## src/rtl/pfa_pkg.sv

```systemverilog
// ----------------------------------------------------------------------------
// pfa_pkg: shared types and helpers for the ARGB8888 pixel expander
// Source format codes and the channel widening functions.
// ----------------------------------------------------------------------------
package pfa_pkg;

  // Source format codes (register value)
  typedef enum logic [3:0] {
    FMT_RGB565   = 4'd0,
    FMT_ARGB4444 = 4'd1,
    FMT_ARGB6666 = 4'd2,
    FMT_ARGB8565 = 4'd3,
    FMT_RGB888   = 4'd4,
    FMT_ARGB8888 = 4'd5,
    FMT_GRAY8    = 4'd6,
    FMT_GRAY4    = 4'd7,
    FMT_GRAY2    = 4'd8,
    FMT_MONO     = 4'd9,
    FMT_INDEXED  = 4'd10,
    FMT_UNKNOWN  = 4'd11
  } fmt_t;

  localparam logic [7:0]  ALPHA_OPAQUE = 8'hFF;
  localparam logic [31:0] ARGB_WHITE   = 32'hFFFF_FFFF;
  localparam logic [31:0] ARGB_BLACK   = 32'hFF00_0000;

  // Expander result
  typedef struct packed {
    logic [31:0] argb_color;
    logic        format_supported;
  } pfa_result_t;

  // 4-bit to 8-bit: x * 17
  function automatic logic [7:0] widen4(input logic [3:0] v);
    return {v, v};
  endfunction

  // 5-bit to 8-bit: high-bit replication
  function automatic logic [7:0] widen5(input logic [4:0] v);
    return {v, v[4:2]};
  endfunction

  // 6-bit to 8-bit: high-bit replication
  function automatic logic [7:0] widen6(input logic [5:0] v);
    return {v, v[5:4]};
  endfunction

  // 2-bit to 8-bit: x * 85
  function automatic logic [7:0] widen2(input logic [1:0] v);
    return {v, v, v, v};
  endfunction

endpackage

```

## src/rtl/pixel_format_to_argb8888.sv

```systemverilog
// ----------------------------------------------------------------------------
// pixel_format_to_argb8888: raw pixel to ARGB8888 expander
// Two-register pipeline: input register, conversion logic, result register.
//
//  Channel  | Signals                                   | Direction
//  ---------+-------------------------------------------+----------
//  in       | in_valid, in_ready, pixel_bytes, sub_pos. | in
//  out      | out_valid, out_ready, argb_color, f._sup. | out
//  cfg      | cfg_write_en, cfg_write_data              | in
//
// One word per clock sustained while out_ready stays high; an accepted word
// passes the input register and then the result register, which raises out_valid.
// Each register stage advances when empty or when the stage after it moves.
// Reset empties both stages and sets the source format to unknown.
// A stall at out holds the result; in_ready drops only with both stages full.
// ----------------------------------------------------------------------------
module pixel_format_to_argb8888 (
  input  logic        clk,
  input  logic        rst,
  input  logic        in_valid,
  output logic        in_ready,
  input  logic [31:0] pixel_bytes,
  input  logic [2:0]  sub_position,
  output logic        out_valid,
  input  logic        out_ready,
  output logic [31:0] argb_color,
  output logic        format_supported,
  input  logic        cfg_write_en,
  input  logic [3:0]  cfg_write_data
);
  import pfa_pkg::*;

  fmt_t        source_format;
  logic        s1_valid;
  logic [31:0] s1_pixel;
  logic [2:0]  s1_pos;
  logic        s2_ready;
  pfa_result_t conv;

  // Format register
  always_ff @(posedge clk) begin
    if (rst) begin
      source_format <= FMT_UNKNOWN;
    end else if (cfg_write_en) begin
      source_format <= fmt_t'(cfg_write_data);
    end
  end

  // Handshake between stages
  assign s2_ready = !out_valid || out_ready;
  assign in_ready = !s1_valid || s2_ready;

  // Input register
  always_ff @(posedge clk) begin
    if (rst) begin
      s1_valid <= 1'b0;
    end else if (in_ready) begin
      s1_valid <= in_valid;
    end
    if (in_valid && in_ready) begin
      s1_pixel <= pixel_bytes;
      s1_pos   <= sub_position;
    end
  end

  // Conversion
  pfa_expand u_expand (
    .fmt          (source_format),
    .pixel_bytes  (s1_pixel),
    .sub_position (s1_pos),
    .result       (conv)
  );

  // Result register
  always_ff @(posedge clk) begin
    if (rst) begin
      out_valid <= 1'b0;
    end else if (s2_ready) begin
      out_valid <= s1_valid;
    end
    if (s1_valid && s2_ready) begin
      argb_color       <= conv.argb_color;
      format_supported <= conv.format_supported;
    end
  end

`ifndef SYNTHESIS
  // Input stalls only with both stages holding a word
  a_stall_full: assert property (@(posedge clk) disable iff (rst)
    !in_ready |-> (s1_valid && out_valid))
    else $error("in_ready low with a free stage");

  // A word in stage 1 with room ahead reaches the result register
  a_advance: assert property (@(posedge clk) disable iff (rst)
    (s1_valid && s2_ready) |=> out_valid)
    else $error("stage 1 word lost");

  // Unsupported formats give zero color
  a_unsup_zero: assert property (@(posedge clk) disable iff (rst)
    (out_valid && !format_supported) |-> (argb_color == 32'd0))
    else $error("unsupported format with nonzero color");

  // RGB565, RGB888, mono and gray8 results are opaque
  a_opaque: assert property (@(posedge clk) disable iff (rst)
    (out_valid && (source_format == FMT_RGB565 || source_format == FMT_RGB888 ||
                   source_format == FMT_MONO || source_format == FMT_GRAY8))
    |-> (argb_color[31:24] == ALPHA_OPAQUE))
    else $error("opaque format with alpha below full");
`endif

endmodule

```

## src/rtl/pfa_expand.sv

```systemverilog
// ----------------------------------------------------------------------------
// pfa_expand: pixel to ARGB8888 conversion logic
// Combinational widening of one raw pixel under the selected source format.
// ----------------------------------------------------------------------------
module pfa_expand (
  input  pfa_pkg::fmt_t        fmt,
  input  logic [31:0]          pixel_bytes,
  input  logic [2:0]           sub_position,
  output pfa_pkg::pfa_result_t result
);
  import pfa_pkg::*;

  logic [7:0]  b0, b1, b2;
  logic [15:0] w565;
  logic [23:0] w6666;
  logic [3:0]  g4;
  logic [1:0]  g2;
  logic [7:0]  gval;
  logic        mono_bit;

  assign b0 = pixel_bytes[31:24];
  assign b1 = pixel_bytes[23:16];
  assign b2 = pixel_bytes[15:8];

  // 565 word: top half for RGB565, bytes 1-2 for ARGB8565
  assign w565  = (fmt == FMT_ARGB8565) ? {b1, b2} : pixel_bytes[31:16];
  assign w6666 = pixel_bytes[31:8];

  // Sub-byte sample picks, counted from the MSB end
  assign g4 = sub_position[0] ? b0[3:0] : b0[7:4];
  always_comb begin
    case (sub_position[1:0])
      2'd0:    g2 = b0[7:6];
      2'd1:    g2 = b0[5:4];
      2'd2:    g2 = b0[3:2];
      default: g2 = b0[1:0];
    endcase
  end
  assign mono_bit = b0[~sub_position];

  // Gray level for the gray formats
  always_comb begin
    case (fmt)
      FMT_GRAY4: gval = widen4(g4);
      FMT_GRAY2: gval = widen2(g2);
      default:   gval = b0;
    endcase
  end

  // Format decode
  always_comb begin
    result.format_supported = 1'b1;
    unique case (fmt)
      FMT_RGB565:
        result.argb_color = {ALPHA_OPAQUE, widen5(w565[15:11]), widen6(w565[10:5]),
                             widen5(w565[4:0])};
      FMT_ARGB8565:
        result.argb_color = {b0, widen5(w565[15:11]), widen6(w565[10:5]),
                             widen5(w565[4:0])};
      FMT_ARGB4444:
        result.argb_color = {widen4(b0[7:4]), widen4(b0[3:0]),
                             widen4(b1[7:4]), widen4(b1[3:0])};
      FMT_ARGB6666:
        result.argb_color = {widen6(w6666[23:18]), widen6(w6666[17:12]),
                             widen6(w6666[11:6]), widen6(w6666[5:0])};
      FMT_RGB888:
        result.argb_color = {ALPHA_OPAQUE, pixel_bytes[31:8]};
      FMT_ARGB8888:
        result.argb_color = pixel_bytes;
      FMT_GRAY8, FMT_GRAY4, FMT_GRAY2:
        result.argb_color = {ALPHA_OPAQUE, gval, gval, gval};
      FMT_MONO:
        result.argb_color = mono_bit ? ARGB_WHITE : ARGB_BLACK;
      default: begin
        // indexed, unknown and unused codes
        result.argb_color       = 32'd0;
        result.format_supported = 1'b0;
      end
    endcase
  end

endmodule
```

## config.mk

```make
export PLATFORM = sky130hd
export DESIGN_NAME = pixel_format_to_argb8888
export DESIGN_NICKNAME = d
export VERILOG_FILES = /design/src/rtl/pfa_pkg.sv /design/src/rtl/pixel_format_to_argb8888.sv /design/src/rtl/pfa_expand.sv
export SDC_FILE = /design/constraint.sdc
export NUM_CORES = 1
export LEC_CHECK = 0
export BUFFER_PORTS_ARGS = -buffer_cell sky130_fd_sc_hd__buf_4
export CORE_AREA = 8 8 122 124
export DETAILED_ROUTE_END_ITERATION = 7
export DIE_AREA = 0 0 130 132
export PLACE_DENSITY = 0.55
export SKIP_LAST_GASP = 1
export SLEW_MARGIN = 10
export SYNTH_ARGS = -nofsm -noshare
export SYNTH_HDL_FRONTEND = slang
export SYNTH_HIERARCHICAL = 1
export SYNTH_SLANG_ARGS = --single-unit
```

## constraint.sdc

```tcl
create_clock -name clk -period 1.8 [get_ports clk]
set_input_delay 0.54 -clock clk [delete_from_list [all_inputs] [get_ports clk]]
set_output_delay 0.54 -clock clk [all_outputs]
set_load 0.1 [all_outputs]
```

==> results of run 1 <==
==> kinds of logic (layout without fill, tap and decap cells) <==
logic type / count (synthesis) / count (layout) / synth area share (%)
multiplexers: 29 / 29 / 8.40
flip-flops: 74 / 74 / 52.0
buffers and inverters: 41 / 192 / 4.73
AND/OR/NAND/NOR: 107 / 107 / 15.0
AO/OA/AOI/OAI: 115 / 115 / 19.8
==> cells in the mapped netlist, types with 3 or more instances <==
library cell   n
nor2b_1       12
nand2_1       15
a31oi_1        3
nand3b_1       8
a21o_1         3
and3_1         3
o21a_1         3
a221oi_1       5
buf_1          4
mux4_2         3
dfxtp_1        6
o22ai_1        4
o21ai_0       12
and2_1         3
mux2i_1       21
inv_1          5
edfxtp_1      68
a211oi_1      11
nand3_1       22
a21oi_1       26
o211ai_1      11
a211o_1        4
a22o_1         5
or3b_2         7
buf_2         12
o221a_2        3
nand4_1        4
clkbuf_1      13
nand2b_1       7
nor2_1        16
mux2_2         4
buf_4          5
==> layer usage <==
metal	vias up	share of wire, %	wire length [microns]
li1	1741	-	-
met2	172	45	6340
met3	26	7.6	1060
met4	0	2.7	376
met5	-	0	0
met1	1762	44	6230
==> metrics by stage <==
step	instance area (sq um)	worst slack, ns	setup TNS [ns]	power (W)	util, %
floorplan	4160	-0.435	-15.36	0.00290	-
global placement	5430	-0.193	-1.10	0.00336	41.8
detailed placement	5430	-0.184	-1.42	0.00337	41.8
CTS	5840	-0.0512	-0.489	0.00523	45.0
global route	5870	-0.141	-3.05	0.00541	45.2
finish	5870	-0.0905	-1.40	0.00521	45.2
==> worst paths after layout <==
kind                  startpoint              to  slack [ns]  depth (start not counted)
hold reg to reg         s1_valid       out_valid        0.45                          2
setup reg to reg       s1_pos[0]  argb_color[18]       -0.09                          5
hold / removal    pixel_bytes[3]     s1_pixel[3]        0.37                          1
setup / recovery       s1_pos[0]  argb_color[18]       -0.09                          5
==> worst max-delay path: cells and delay by family (launching register included) <==
kind            cells  cell delay (ns)
compound gates      2             0.30
flops               1             0.44
simple gates        1             0.20
mux                 1             0.54
buf+inv             1             0.13
==> state kept, by name (all words and copies together) (netlist names) <==
name	flops
source_format	4
format_supported	1
s1_valid	1
s1_pixel	32
argb_color	32
s1_pos	3
out_valid	1
==> power breakdown <==
group	switching, W	internal (W)
registers	0.0000797	0.00202
logic	0.000804	0.000478
clock network	0.000687	0.00115
==> timing repair <==
| item | in CTS | in global routing |
|---|---|---|
| pin swaps | 13 | 1 |
| setup endpoints to repair | 24 | 26 |
| buffers inserted | 11 | 3 |
| resized for setup | 14 | 2 |
| hold endpoints to repair | 0 | 0 |
| gates cloned | 1 | 0 |
==> area by class of cell <==
cell class,instances,area [sq um]
Fill cell,1229,7110
Sequential cell,74,2180
Multi-Input combinational cell,251,1830
Timing Repair Buffer,171,1310
Clock buffer,12,256
Tap cell,176,220
Clock inverter,4,50.0
Inverter,5,18.8
==> results.md, run 1 <==
- Outcome: finished with violations
- Violations in the final reports: setup timing
- TritonCTS Buffers: 9
- Placed cells: 664
- FMAX: approximately 0.53 GHz
- Final setup viols: 24
- Share of layout cells above drive strength 1: 42.6%
- FP Rows: 42
- Post-synthesis sequential area ratio: 52.0%
- Sink Count: 74
- Initial antenna violation count: 0
- Mean Syn Cell Area: 11.4 sq um
- Met1 usage: 22.5%
- Fin. Hold Viols: 0
- Total GRT Usage: ~17%
- Slew HR: around half
- Layout net count: around 560
- Highest-count cells in the layout ignoring fill and taps: buf_4 (168), edfxtp_1 (68), a21oi_1 (25)
- Final worst-path cycle share: 105%
- Top FF cell, synth: edfxtp_1
- RSZ-0062 raised after global routing: true
- Met3 global-route usage: 3.56%
- Area Overhead vs Synth: 41.2%
- Crit path launch type: flop
- Starting DRC count in detailed routing: between 300 and 400
- Die Ht: 132 microns
- Root Driver: clkbuf_16
- Area share of the largest cell type after synthesis: approximately half
- Max-cap violations: 0
- CP Class: flop to flop
- Residual DRC: 0
- P per Cell Area: 888 nW/um^2
- EDFF count, synth: 68
- CTS tree: done
- Tmin final: 1.89 ns
- Antenna Nets Post-Route: 0
- Gate Count Post-Synth: 366
- Area of the mapped netlist: 4160 sq um
- First-pass GRT wire length: 21900 microns
- DRT Wirelength: 14000 microns
- CP endpoint kind: flop
- Clock Path Buffers: 2
- Ant diodes: 0
- Largest area contributor in the netlist: edfxtp_1
- Busiest grt layer: met2
- Tightest Hold Check Type: input port to flop
- Min Hold Slack: 0.374 ns
- Post-detail-place hpwl: between 10000 and 15000 microns
- Worst-path fanout max: 4
- Syn Nets: slightly above 400
- Port Buffers: 78
- Pin count of the biggest net entering global routing: 36
- Synth async-reset ratio: 0%
- Required @ worst endpoint: around 1.9 ns
- Most common cell after layout, fill and taps aside: buf_4
- Final Non-Filler Cells: 693
- Gr ovfl total: 0
- Wirelength per Cell: 20.2 microns
- Worst skew pair latency: 0.34 ns
- Initial Util: 32.0%
- Final Slew Violations: 0
- Die Wd: 130 microns
- Gpl congestion: 0.880
- Slowest cell on the critical path: mux4_2
- Peak supply drop: 0.395 mV
- Max Clock Skew: 0.00482 ns
- I/O pins: just under 80
- #FFs+latches synth: 74
- Top cells by area, synth: edfxtp_1 (49%), mux2i_1 (5.1%), a21oi_1 (3.1%), dfxtp_1 (2.9%), nand3_1 (2.6%)
- Worst Max-Slew Pin Slew: just under 0.8 ns
- Hold buffers post-CTS: 0
- Worst stage delay on the critical path: 0.54 ns
- Initial DRT Pass Iterations: 6
- Netlist cell types: 61
- Met2 usage in global routing: between 20% and 30%
- LEAKAGE: between 2 and 2.5 nW
- Via count: 3701
- Yosys warning count: 6
- Routed vias/inst: between 5 and 6
- Final worst slack: -0.0905 ns
- Vias in the first global route: 3808
- CP cell instances: mux4_2, o22ai_2, nand4b_4, buf_4, o221ai_1
- Clock transition at path regs: 0.06 ns
- Core ar.: 13000 sq um
- WP data arrival: 1.94 ns
- H-tree Lvls: 3
- Full die area: 17200 sq um
(Power assumes the default switching activity.)
==> run 2, diff against run 1 <==
--- a/config.mk
+++ b/config.mk
@@ -6,10 +6,10 @@
 export NUM_CORES = 1
 export LEC_CHECK = 0
 export BUFFER_PORTS_ARGS = -buffer_cell sky130_fd_sc_hd__buf_4
-export CORE_AREA = 8 8 122 124
+export CORE_AREA = 8 8 138 140
 export DETAILED_ROUTE_END_ITERATION = 7
-export DIE_AREA = 0 0 130 132
-export PLACE_DENSITY = 0.55
+export DIE_AREA = 0 0 146 148
+export PLACE_DENSITY = 0.45
 export SKIP_LAST_GASP = 1
 export SLEW_MARGIN = 10
 export SYNTH_ARGS = -nofsm -noshare
==> run 2 against run 1 <==
  * The run still ends with setup timing left
  * Largest cell class unchanged
  * Hold slack lost 0.0030 ns
  * Final cell count grew 6.5%
  * Clock power hardly changed
  * Fmax decreased by 1.1%
  * Clock skew down 0.0015 ns
  * Sequential share of layout area fell by 1.2 points
==> results.md, run 2 (synthesis gave the netlist of run 1 again) <==
- WP data arrival: 1.99 ns (+0.05 ns)
- Sink Count: 74 (unchanged)
- Max Clock Skew: 0.00331 ns (-0.00151 ns)
- Worst stage delay on the critical path: 0.49 ns (-0.05 ns)
- I/O pins: 79 (unchanged)
- Worst Reg-to-Reg Cells: 5 (unchanged)
- FP Rows: 48 (+14%)
- Initial DRT Pass Iterations: 4 (-2)
- CP Class: flop to flop
- Initial antenna violation count: 0 (unchanged)
- Slowest cell on the critical path: mux4_2
- Final worst slack: -0.111 ns (-0.0201 ns)
- Full die area: 21600 sq um (+26%)
- Area Overhead vs Synth: 45.6%
- P per Cell Area: 859 nW/um^2 (-3.3%)
- Most common cell after layout, fill and taps aside: buf_4
- Gr ovfl total: 0 (unchanged)
- Slew HR: 46.8% (-1.5 points)
- Buf/Inv on CP: 1 (unchanged)
- Final Slew Violations: 0 (unchanged)
- Worst Max-Slew Pin Slew: 0.798 ns (+0.0230 ns)
- CP endpoint kind: flop
- Ant diodes: 0 (unchanged)
- Worst Hold End: s1_pixel[10]
- Final setup viols: 24 (unchanged)
- RSZ-0062 raised after global routing: true
- Share of layout cells above drive strength 1: 44.1% (+1.5 points)
- Die Wd: 146 microns (+12%)
- Final core occ: 35.7% (-9.5 points)
- Min-Delay Path Depth: 1 (unchanged)
- Antenna Nets Post-Route: 0 (unchanged)
- Total power: 0.00520 W (-0.28%)
- Worst skew pair latency: 0.34 ns (about the same)
- Fillers: 1719 (+40%)
- CTS tree: done
- R2R setup slack: -0.11 ns (-0.02 ns)
- Residual DRC: 0 (unchanged)
- Post-detail-place hpwl: 10700 microns (+2.1%)
- LEAKAGE: 2.46 nW (+2.6%)
- Via count: 3618 (-2.2%)
- Required @ worst endpoint: 1.88 ns (+0.03 ns)
- Outcome: finished with violations
- Min Hold Slack: 0.371 ns (-0.00300 ns)
- Hold Startpoint: pixel_bytes[10]
- Top flop regs: argb_color (32), s1_pixel (32), source_format (4)
- Total GRT Usage: 12.9% (-3.7 points)
- Max-cap violations: 0 (unchanged)
- Wirelength per Cell: 19.1 microns (-5.3%)
- Delay-heaviest family, CP: multiplexers
- Port Buffers: 78 (unchanged)
- Layout net count: 552 (-0.72%)
- Reg-to-Reg Start: s1_pixel[30]
- Tmin final: 1.91 ns (+0.0201 ns)
- H-tree Lvls: 3 (unchanged)
- Gpl congestion: 0.861 (-2.2%)
- Starting DRC count in detailed routing: 197 (-47%)
- Peak supply drop: 0.467 mV (+18%)
- Root Driver: clkbuf_16
- FF-to-FF End: argb_color[22]
- Violations in the final reports: setup timing
- Initial Util: 24.5% (-7.5 points)
- Die Ht: 148 microns (+12%)
- TritonCTS Buffers: 9 (unchanged)
- Clock Path Buffers: 2 (unchanged)
- FMAX: 0.523 GHz (-1.1%)
- Tightest Hold Check Type: input port to flop
- Clock transition at path regs: 0.06 ns (about the same)
- Final worst-path cycle share: 106% (+1.1 points)
- Fin. Hold Viols: 0 (unchanged)
- Routed vias/inst: 4.90 (-8.2%)
- Pin count of the biggest net entering global routing: 36 (unchanged)
- DRT Wirelength: 14100 microns (+0.80%)
- Vias in the first global route: 3793 (-0.39%)
- First-pass GRT wire length: 21600 microns (-1.5%)
- Worst-path fanout max: 6 (+2)
- Fin Setup TNS: -1.98 ns (-0.576 ns)
- Hold buffers post-CTS: 0 (unchanged)
- CP cell instances: mux4_2, o22ai_1, nand4b_4, clkbuf_16, nand3_2
- Flip-flop and latch area: 2180 sq um (-0.11%)
- Core ar.: 16900 sq um (+30%)
- Area of the multi-input gates: 1930 sq um (+5.2%)
- Crit path launch type: flop
- Highest-count cells in the layout ignoring fill and taps: buf_4 (158), edfxtp_1 (68), a21oi_1 (25)
## run 2: worst max path at each step
stage,endpoint,cells after the start,from,slack (ns)
finish,argb_color[22],5,s1_pixel[30],-0.11
global route,argb_color[10],4,s1_pixel[26],-0.16
CTS,argb_color[10],5,source_format[2],-0.10
detailed placement,argb_color[9],6,source_format[0],-0.17
global placement,argb_color[9],6,source_format[0],-0.20
floorplan,s1_pixel[0],2,out_ready,-0.44
## run 2: where the power goes
part / total [W] / switching (W) / internal [W]
sequential: 0.00209 / 0.0000700 / 0.00202
clock: 0.00180 / 0.000654 / 0.00114
combinational: 0.00131 / 0.000820 / 0.000494
## run 2: final cells by class
type,count,area share (%)
flip-flops and latches,74,36.0
multi-input cells,251,31.8
repair buffers,167,22.3
well taps,225,4.65
clock buffers,13,4.30
clock inverters,3,0.641
inverters,5,0.310
## run 2: what timing repair did
item                       CTS  global route
setup endpoints to repair   22            24
pin swaps                   11             8
buffers inserted             8             2
gates resized for setup     18            13
gates cloned                 0             3
## run 2: routing by layer
| layer | GRT usage, % | vias to the layer above | routed length (microns) |
|---|---|---|---|
| li1 | - | 1730 | - |
| met1 | 16.5 | 1739 | 6410 |
| met2 | 19.8 | 127 | 6440 |
| met3 | 3.97 | 22 | 901 |
| met4 | 5.87 | 0 | 367 |
| met5 | 0 | - | 0 |
## run 2: per-stage QoR
stage | instance area [sq um] | setup WS, ns | instances
final | 6050 | -0.111 | 738
after floorplan | 4160 | -0.435 | 366
after global placement | 5490 | -0.200 | 710
after global routing | 6050 | -0.163 | 738
after CTS | 5900 | -0.103 | 733
after detailed placement | 5490 | -0.168 | 710
==> run 3, diff against run 2 <==
--- a/config.mk
+++ b/config.mk
@@ -5,11 +5,11 @@
 export SDC_FILE = /design/constraint.sdc
 export NUM_CORES = 1
 export LEC_CHECK = 0
-export BUFFER_PORTS_ARGS = -buffer_cell sky130_fd_sc_hd__buf_4
 export CORE_AREA = 8 8 138 140
 export DETAILED_ROUTE_END_ITERATION = 7
 export DIE_AREA = 0 0 146 148
-export PLACE_DENSITY = 0.45
+export DONT_BUFFER_PORTS = 1
+export PLACE_DENSITY = 0.41
 export SKIP_LAST_GASP = 1
 export SLEW_MARGIN = 10
 export SYNTH_ARGS = -nofsm -noshare
==> run 3 against run 2 <==
  * Core utilization decreased by 3.1 points
  * Global-route usage increased by 0.12 points
  * Clock-buffer cell count decreased by 3
  * Fmax about the same
  * Combinational power decreased by 8%
  * Flip-flop and latch count unchanged
  * The flow still finishes with violations (setup timing)
  * Power decreased by 5.6%
  * Sequential share of layout area increased by 3.4 points
  * Clock power decreased by 11%
  * Die area unchanged
  * First-iteration DRC count increased by 79%
==> results.md, run 3 (synthesis gave the netlist of run 1 again) <==
- Worst skew pair latency: 0.35 ns (about the same)
- CP Class: flop to flop
- Initial Util: 24.5% (unchanged)
- Starting DRC count in detailed routing: 352 (+79%)
- Proportion of power drawn by the clock network: 32.9% (-1.7 points)
- Total GRT Usage: 13.1% (+0.12 points)
- Residual DRC: 0 (unchanged)
- Internal: 0.00335 W (-8.3%)
- Vias in the first global route: 3463 (-8.7%)
- Share of layout cells above drive strength 1: 35.4% (-8.6 points)
- Gr ovfl total: 0 (unchanged)
- Tmin final: 1.91 ns (+0.00114 ns)
- Outcome: finished with violations
- Switch Pwr: 0.00156 W (+0.91%)
- Switching Fraction: 31.7% (+2.0 points)
- Full die area: 21600 sq um (unchanged)
- Post-detail-place hpwl: 10800 microns (+0.90%)
- FMAX: 0.523 GHz (about the same)
- RSZ-0062 raised after global routing: true
- Fillers: 1759 (+2.3%)
- Worst Setup SP: s1_pos[1]
- Wirelength per Cell: 20.8 microns (+8.7%)
- Die Wd: 146 microns (unchanged)
- Core ar.: 16900 sq um (unchanged)
- Peak supply drop: 0.440 mV (-5.8%)
- Required @ worst endpoint: 1.87 ns (about the same)
- Routed vias/inst: 5.01 (+2.3%)
- LEAKAGE: 2.15 nW (-13%)
- Delay-heaviest family, CP: multiplexers
- Tightest Hold Check Type: input port to flop
- End of the critical path: argb_color[6]
- Sink Count: 74 (unchanged)
- Final setup viols: 24 (unchanged)
- Final worst slack: -0.112 ns (-0.00114 ns)
- Crit path launch type: flop
- Max Clock Skew: 0.00874 ns (+0.00543 ns)
- Min Hold Slack: 0.254 ns (-0.116 ns)
- R2R setup slack: -0.11 ns (about the same)
- Slowest cell on the critical path: mux4_2
- Comb pwr share: 24.5% (-0.8 points)
- Via count: 3420 (-5.5%)
- Highest-count cells in the layout ignoring fill and taps: buf_4 (102), edfxtp_1 (68), a21oi_1 (25)
- Layout net count: 496 (-10%)
- First-pass GRT wire length: 21500 microns (-0.19%)
- Root Driver: clkbuf_16
- Reg-to-Reg Start: s1_pos[1]
- Fin. Hold Viols: 0 (unchanged)
- Fin Setup TNS: -1.83 ns (+0.149 ns)
- CP endpoint kind: flop
- Initial DRT Pass Iterations: 5 (+1)
- Port Buffers: 0 (-100%)
- Worst Max-Slew Pin Slew: 0.639 ns (-0.159 ns)
- Buf/Inv on CP: 0 (-1)
- Pin count of the biggest net entering global routing: 36 (unchanged)
- DRT Wirelength: 14200 microns (+0.42%)
- Placed cells: 662 (-6.8%)
- CTS tree: done
- Top flop regs: argb_color (32), s1_pixel (32), source_format (4)
- CP cell instances: mux4_2, a221o_1, o221ai_2, nand4_1
- Max-cap violations: 0 (unchanged)
- Violations in the final reports: setup timing
- Final Slew Violations: 0 (unchanged)
- Gpl congestion: 0.855 (-0.64%)
- Antenna Nets Post-Route: 0 (unchanged)
- Worst Reg-to-Reg Cells: 4 (-1)
- Initial antenna violation count: 0 (unchanged)
- Most common cell after layout, fill and taps aside: buf_4
- Worst-path fanout max: 4 (-2)
- Clock Path Buffers: 2 (unchanged)
- WP data arrival: 1.98 ns (about the same)
- I/O pins: 79 (unchanged)
- FP Rows: 48 (unchanged)
- Die Ht: 148 microns (unchanged)
- Final worst-path cycle share: 106% (about the same)
- H-tree Lvls: 3 (unchanged)
- Register share of total power: 42.7% (+2.5 points)
- Slew HR: 57.3% (+10 points)
- P per Cell Area: 887 nW/um^2 (+3.3%)
- TritonCTS Buffers: 9 (unchanged)
- Worst stage delay on the critical path: 0.59 ns (+0.10 ns)
- Clock transition at path regs: 0.06 ns (about the same)
- Area Overhead vs Synth: 33.1%
- Critical Path Stages: 4 (-1)
- FF-to-FF End: argb_color[6]
- Ant diodes: 0 (unchanged)
- Final Non-Filler Cells: 682 (-7.6%)
-- run 3: worst min path at each step --
stage | end | cells past startpoint | slack [ns] | start
floorplan | out_valid | 2 | 0.42 | s1_valid
global placement | out_valid | 2 | 0.43 | s1_valid
detailed placement | out_valid | 2 | 0.44 | s1_valid
CTS | out_valid | 1 | 0.24 | rst
global route | out_valid | 1 | 0.24 | rst
finish | out_valid | 1 | 0.25 | rst
-- run 3: metrics by stage --
step / area [sq um] / utilization (%) / total power [W] / worst slack (ns)
after floorplan: 4160 / - / 0.00290 / -0.435
after global placement: 5130 / 30.3 / 0.00329 / -0.185
after detailed placement: 5130 / 30.3 / 0.00329 / -0.171
after CTS: 5460 / 32.2 / 0.00494 / -0.133
after global routing: 5530 / 32.7 / 0.00511 / -0.179
final: 5530 / 32.7 / 0.00491 / -0.112
-- run 3: per-layer routing --
| layer | GRT usage, % | vias up | wire length [microns] |
|---|---|---|---|
| met5 | 0 | - | 0 |
| met4 | 5.46 | 0 | 293 |
| met3 | 3.67 | 18 | 1060 |
| met2 | 19.5 | 147 | 6370 |
| met1 | 17.4 | 1643 | 6460 |
| li1 | - | 1612 | - |
-- run 3: power by group through the flow --
stage	sequential, W	clock, W	combinational, W
2_1_floorplan	0.00246	0	0.000439
3_3_place_gp	0.00213	0	0.00116
3_5_place_dp	0.00213	0	0.00116
4_1_cts	0.00210	0.00166	0.00118
5_1_grt	0.00211	0.00173	0.00127
6_report	0.00209	0.00161	0.00120
-- run 3: worst reg2reg max path, stage by stage (launching register included) --
cell,delay (ns)
edfxtp_1,0.45
mux4_2,0.59
a221o_1,0.33
o221ai_2,0.13
nand4_1,0.15
-- run 3: repair_timing --
item	in CTS	in global routing
pin swaps	3	6
hold buffers	0	0
setup endpoints to repair	24	24
gates resized for setup	7	10
cloned	1	2
buffers inserted	1	0
-- run 3: layout make-up --
class | instances | area, sq um | area share, %
sequential | 74 | 2170 | 39.3
multi-input combinational | 251 | 1850 | 33.5
timing repair buffer | 111 | 938 | 17.0
tap | 225 | 282 | 5.09
clock buffer | 10 | 229 | 4.14
clock inverter | 6 | 33.8 | 0.611
inverter | 5 | 18.8 | 0.339
